**config.mk**
```make
export PLATFORM = sky130hd
export DESIGN_NAME = ecmpfh_queue
export DESIGN_NICKNAME = d
export VERILOG_FILES = /design/src/sv/ecmpfh_pkg.sv /design/src/sv/ecmpfh_queue.sv
export SDC_FILE = /design/constraint.sdc
export NUM_CORES = 1
export LEC_CHECK = 0
export BUFFER_PORTS_ARGS = -buffer_cell sky130_fd_sc_hd__buf_2
export CAP_MARGIN = 5
export CORE_MARGIN = 2
export CORE_UTILIZATION = 56
export DETAILED_ROUTE_END_ITERATION = 16
export PLACE_DENSITY = 0.91
export RECOVER_POWER = 25
export SLEW_MARGIN = 40
export SYNTH_ARGS = -nofsm -noshare
export SYNTH_HDL_FRONTEND = slang
export SYNTH_SLANG_ARGS = --single-unit
export TNS_END_PERCENT = 100
```
**constraint.sdc**
```tcl
create_clock -name clk -period 23.1 [get_ports clk]
set_clock_uncertainty 0.05 [all_clocks]
set_input_delay 3.465 -clock clk [delete_from_list [all_inputs] [get_ports clk]]
set_output_delay 3.465 -clock clk [all_outputs]
set_load 0.01 [all_outputs]
```
**src/sv/ecmpfh_pkg.sv**
```systemverilog
package ecmpfh_pkg;

	localparam int MAX_HOPS  = 8;
	localparam int PORT_BITS = 8;

	localparam int WORD_W  = 32;
	localparam int PROTO_W = 8;
	localparam int L4P_W   = 16;
	localparam int COUNT_W = 4;
	localparam int IDX_W   = 3;
	localparam int PORT_W  = 8;
	localparam int LIST_W  = 64;

	localparam logic [WORD_W-1:0] MM_C1   = 32'hcc9e2d51;
	localparam logic [WORD_W-1:0] MM_C2   = 32'h1b873593;
	localparam logic [WORD_W-1:0] MM_N    = 32'he6546b64;
	localparam logic [WORD_W-1:0] MM_F1   = 32'h85ebca6b;
	localparam logic [WORD_W-1:0] MM_F2   = 32'hc2b2ae35;
	localparam logic [WORD_W-1:0] KEY_LEN = 32'd12;

	localparam logic [PROTO_W-1:0] PROTO_TCP  = 8'h06;
	localparam logic [PROTO_W-1:0] PROTO_UDP  = 8'h11;
	localparam logic [PROTO_W-1:0] PROTO_ACK  = 8'hFC;
	localparam logic [PROTO_W-1:0] PROTO_NACK = 8'hFD;

	localparam logic [PORT_W-1:0] PORT_MASK = PORT_W'((1 << PORT_BITS) - 1);

	localparam int QUEUE_DEPTH = 2;
	localparam int QPTR_W      = (QUEUE_DEPTH > 1) ? $clog2(QUEUE_DEPTH) : 1;
	localparam int QCNT_W      = $clog2(QUEUE_DEPTH + 1);

	localparam int MOD_STAGES = 8;
	localparam int MOD_BITS   = WORD_W / MOD_STAGES;

	typedef struct packed {
		logic               ok;
		logic [COUNT_W-1:0] count;
		logic [LIST_W-1:0]  hop_list;
	} meta_t;

	typedef struct packed {
		logic [WORD_W-1:0] w0;
		logic [WORD_W-1:0] w1;
		logic [WORD_W-1:0] w2;
		meta_t             meta;
	} item_t;

	function automatic logic [WORD_W-1:0] rotl32(input logic [WORD_W-1:0] v,
		input int unsigned r);
		return (v << r) | (v >> (WORD_W - r));
	endfunction

	// k is already scrambled by C1, rotate 15 and C2
	function automatic logic [WORD_W-1:0] mix_block(input logic [WORD_W-1:0] h,
		input logic [WORD_W-1:0] k);
		logic [WORD_W-1:0] x;
		x = rotl32(h ^ k, 13);
		return (x << 2) + x + MM_N;
	endfunction

	// restoring remainder step over one nibble, MSB first; rem < cnt on entry
	function automatic logic [IDX_W-1:0] mod_step(input logic [IDX_W-1:0] rem,
		input logic [MOD_BITS-1:0] nib, input logic [COUNT_W-1:0] cnt);
		logic [COUNT_W-1:0] t;
		logic [IDX_W-1:0]   r;
		r = rem;
		for (int i = MOD_BITS - 1; i >= 0; i--) begin
			t = {r, nib[i]};
			if (t >= cnt) begin
				t = t - cnt;
			end
			r = t[IDX_W-1:0];
		end
		return r;
	endfunction

endpackage

```
**src/sv/ecmpfh_queue.sv**
```systemverilog
module ecmpfh_queue
	import ecmpfh_pkg::*;
(
	input  logic  clk,
	input  logic  arst_n,
	input  logic  push,
	input  item_t push_item,
	output logic  full,
	output logic  q_valid,
	output item_t head,
	input  logic  pop
);

	item_t             mem_q [QUEUE_DEPTH];
	logic [QPTR_W-1:0] wr_ptr_q;
	logic [QPTR_W-1:0] rd_ptr_q;
	logic [QCNT_W-1:0] cnt_q;

	assign full    = (cnt_q == QCNT_W'(QUEUE_DEPTH));
	assign q_valid = (cnt_q != '0);
	assign head    = mem_q[rd_ptr_q];

	always_ff @(posedge clk) begin
		if (push) begin
			mem_q[wr_ptr_q] <= push_item;
		end
	end

	always_ff @(posedge clk or negedge arst_n) begin
		if (!arst_n) begin
			wr_ptr_q <= '0;
			rd_ptr_q <= '0;
			cnt_q    <= '0;
		end else begin
			if (push) begin
				wr_ptr_q <= (wr_ptr_q == QPTR_W'(QUEUE_DEPTH - 1)) ? '0 : wr_ptr_q + 1'b1;
			end
			if (pop) begin
				rd_ptr_q <= (rd_ptr_q == QPTR_W'(QUEUE_DEPTH - 1)) ? '0 : rd_ptr_q + 1'b1;
			end
			unique case ({push, pop})
				2'b10:   cnt_q <= cnt_q + 1'b1;
				2'b01:   cnt_q <= cnt_q - 1'b1;
				default: cnt_q <= cnt_q;
			endcase
		end
	end

endmodule

```
# == Yosys cells after proc, flatten, opt, wreduce, memory -nomap -nowiden ==
# Memories as Yosys holds them, arrays and structs flattened.
# Cells that the tools add are included.
# Widths: inputs -> output; s select.
# op_classes
div,0
reduce_logical,2
add_sub_neg,4
magnitude_cmp,0
multipliers,0
shifts,0
mux,5
eq_ne,3
n_bitwise,0
# ops
operator,count
$eq 2x2->1 const B,2
$mux 1,4
$pmux 2 s2,1
$reduce_bool 2->1,2
$add 1x1->1 const B,2
$add 2x1->2 const B,1
$eq 2x1->1 const B,1
$sub 2x1->2 const B,1
# totals
inputBits,169
n_memories,1
out_inout_bits,167
latchBits,0
register_bits,4
wordCells,18
ram_bits,330
romBits,0
# memory_table
memory,depth,width,rd,rd_ports_with_merged_regs,wr,line,source
mem_q,2,165,1,0,1,ecmpfh_queue.sv:14,item_t mem_q [QUEUE_DEPTH];

# == Depth between registers and ports, before layout ==
# depth
ltp_word,2
depth_mapped,5
mapped_depth_nobuf,5

# == Worst setup path before layout ==
# No wires, ideal clock.
# synth_timing
path_kind,input -> register
start,input push
end,"memory mem_q[0][0] (netlist bit), enable pin"
setup_time_ps,697
required_time_ps,22353
t_arrival_ps,10432
path_buffers,0
path_slack_ps,11922
cell_stages,2
path_cell_list,inv_1 -> nor2_1
# synth_via
elab_chain_cells,2
# synth_lines
element,line,source
from (decl),ecmpfh_queue.sv:6,"input logic push,"
$mux 1,ecmpfh_queue.sv:24,if (push) begin
$mux 1 (implied by the code),ecmpfh_queue.sv:25,mem_q[wr_ptr_q] <= push_item;
to (decl),ecmpfh_queue.sv:14,
# No other way between the ends.

==> metrics.cfg <==
[status]
status = completed

[cells_and_area]
layout-drive-gt1-share = 0.579
nets = 1058
fill_cells = 1280
stdcell_area_um2 = 15100
area_growth_pct = 24.2

[floorplanning]
die_area_um2 = 22900
start_util = 0.574
row_count = 53
io_pins = 336
die_w_um = 151
coreArea_um2 = 21200
fp.dieH_um = 151

[pwr]
p_int_w = 0.00134
p_switching_w = 0.000527
finalPower_w = 0.00187
power_frac_seq = 0.449
p_leak_nw = 5.63
share_comb_of_total_power = 0.277
powerDensity_nw_per_um2 = 124
irDropWorstVdd_mv = 0.0982
switching_share = 0.283
clockPowerShare = 0.274

[yosys]
synth_compound_area_frac = 0
seq_area_frac_synth = 0.825
synthArstFlopShare = 0.0120
synth_top_family_by_area = multiplexers
ys_top_cells_by_count = edfxtp_1, mux2_2, buf_6, dfrtp_1, xor2_1
syn_inst = 529
ys.flop_type = edfxtp_1
yosys_warnings = 0
synth_edf_count = 330
muxShareOfSynthArea = 0.153
yosys.area_share.adder = 0.00103
synth_area_per_cell_um2 = 22.9
ys_seq_elements = 334
synth_xor_area_frac = 0.00361
syn_nets = 699
yosys.area.top_type = edfxtp_1
synthTopCellsByArea = edfxtp_1, mux2_2, buf_6, dfrtp_1, xor2_1
yosys.area_share.simple = 0.00216
synth_top_area_share = 0.816
ys_types = 14
netlist_area_um2 = 12100
post-synth-top-count-cell = edfxtp_1

[placed_design]
numPortBuffers = 335
gp_congestion = 0.793
dpl_cell_area_um2 = 14100
dp_hpwl_um = 16000

[setup_path]
startpoint_type = register
required_ns = 19.59
regToRegStartpoint = wr_ptr_q
worst_ep_arrival_time_ns = 2.24
crit_path_start = rd_ptr_q
worstPathCellList = buf_6 > mux2_2 > buf_2
slowest_stage = buf_6
crit_buf_inv = 2
path_class = reg2out
crit_cells = 3
critical_path.endpoint_type = output pin
reg2reg_to = mem_q[0][150]
cp-endpoint = head[8]
path_delay_family = buffers and inverters
r2r_setup_slack_ns = 20.94
cpPeakStageDelay_ns = 0.58
path_max_fanout = 82
r2r_cells = 2

[clocking]
clk_latency_ns = 0.49
clock-sinks = 334
cts_buffers = 34
root_buffer = clkbuf_16
cts_hold_buf = 0
h-tree-depth = 2
cts_resized = 0
cts_buffer_depth = 3
clk_pin_slew_ns = 0.06
cts_setup_buffers = 0
cts_tree = built

[route]
routed_wl_um = 24600
wl_per_cell_um = 20.7
ant_nets = 0
post-route-drc-count = 0
drtIter0Drc = 306
viasPerCell = 5.31
first_pass_iters = 5
vias = 6308

[global_routing]
grt_pass1_wl_um = 35300
antenna_found_initial = 1
grt_use_total = 0.206
grt_max_degree = 84
grt_pass1_vias = 6651
overflow = 0

[timing]
min_period_ns = 5.75
finalSetupViolCount = 0
clock.fmax_ghz = 0.174
maxSlewHeadroom = 0.461
post-route-period-util = 0.249
drv_slew = 0
finalHoldViolCount = 0
setup_tns_ns = 0
tightest_slew_ns = 0.809
rsz0062_at_grt = no

[hold_path]
hold_path_class = reg2reg

[flow_run]
maxCapViolCount = 0

## power by group through the flow
stage	registers [W]	clock network [W]	logic (W)
after floorplan	0.000860	0	0.000347
after global placement	0.000839	0	0.000507
after detailed placement	0.000849	0	0.000517
after CTS	0.000839	0.000521	0.000523
after global routing	0.000847	0.000544	0.000554
final	0.000838	0.000511	0.000517
## placed cells by master (no fill, tap or decap), drive strengths merged
master / netlist / final
and2: 1 / 1
buf: 18 / 315
bufinv: 0 / 1
clkbuf: 0 / 73
clkinv: 0 / 9
dfrtp: 4 / 4
diode: 0 / 4
edfxtp: 330 / 330
ha: 1 / 1
inv: 1 / 2
mux2: 165 / 165
nor2: 2 / 2
nor2b: 1 / 1
or2: 1 / 1
xnor2: 2 / 2
xor2: 3 / 3
## flip-flops by register name, summed over array words and instances, names as in the netlist
signal / count
mem_q: 330
cnt_q: 2
rd_ptr_q: 1
wr_ptr_q: 1
## cell families (layout without fill, tap and decap cells)
kind of cell  after synthesis  after routing
flops                     334            334
simple gates                5              5
fa+ha+maj                   1              1
mux                       165            165
buf+inv                    19            400
xor+xnor                    5              5
other cells                 0              4
## final cells by class
cell class                 instances  area (um2)  area share
timing repair buffer             341        1710       0.114
inverter                           1        3.75    0.000249
multi-input combinational        176        1950       0.129
antenna                            4        10.0    0.000664
clock buffer                      47         963      0.0639
tap                              275         344      0.0228
sequential                       334       10000       0.664
clock inverter                    11        81.3     0.00539
## metal layers
metal  global-route usage  share of wire  vias to the layer above
met3               0.0593          0.081                       47
met4               0.0701          0.026                        2
met2                0.380           0.54                      287
li1                     -              -                     2834
met5                    0        0.00057                        -
met1                0.228           0.36                     3138
## worst min path at each step
| stage | startpoint | end | slack [ns] | depth (start not counted) |
|---|---|---|---|---|
| 2_1_floorplan | cnt_q[1] | cnt_q[1] | 0.40 | 1 |
| 3_3_place_gp | cnt_q[1] | cnt_q[1] | 0.42 | 1 |
| 3_5_place_dp | cnt_q[1] | cnt_q[1] | 0.46 | 1 |
| 4_1_cts | cnt_q[1] | cnt_q[1] | 0.48 | 1 |
| 5_1_grt | cnt_q[1] | cnt_q[1] | 0.50 | 1 |
| 6_report | cnt_q[1] | cnt_q[1] | 0.48 | 1 |
## stage by stage
step,util,cells,hold slack (ns),setup slack [ns]
floorplan,-,529,0.397,11.92
CTS,0.714,1185,0.481,17.32
global placement,0.663,1127,0.416,17.58
detailed placement,0.664,1127,0.457,17.80
global route,0.712,1185,0.498,17.23
finish,0.713,1189,0.478,17.35
Power figures use the tool's default switching activity.
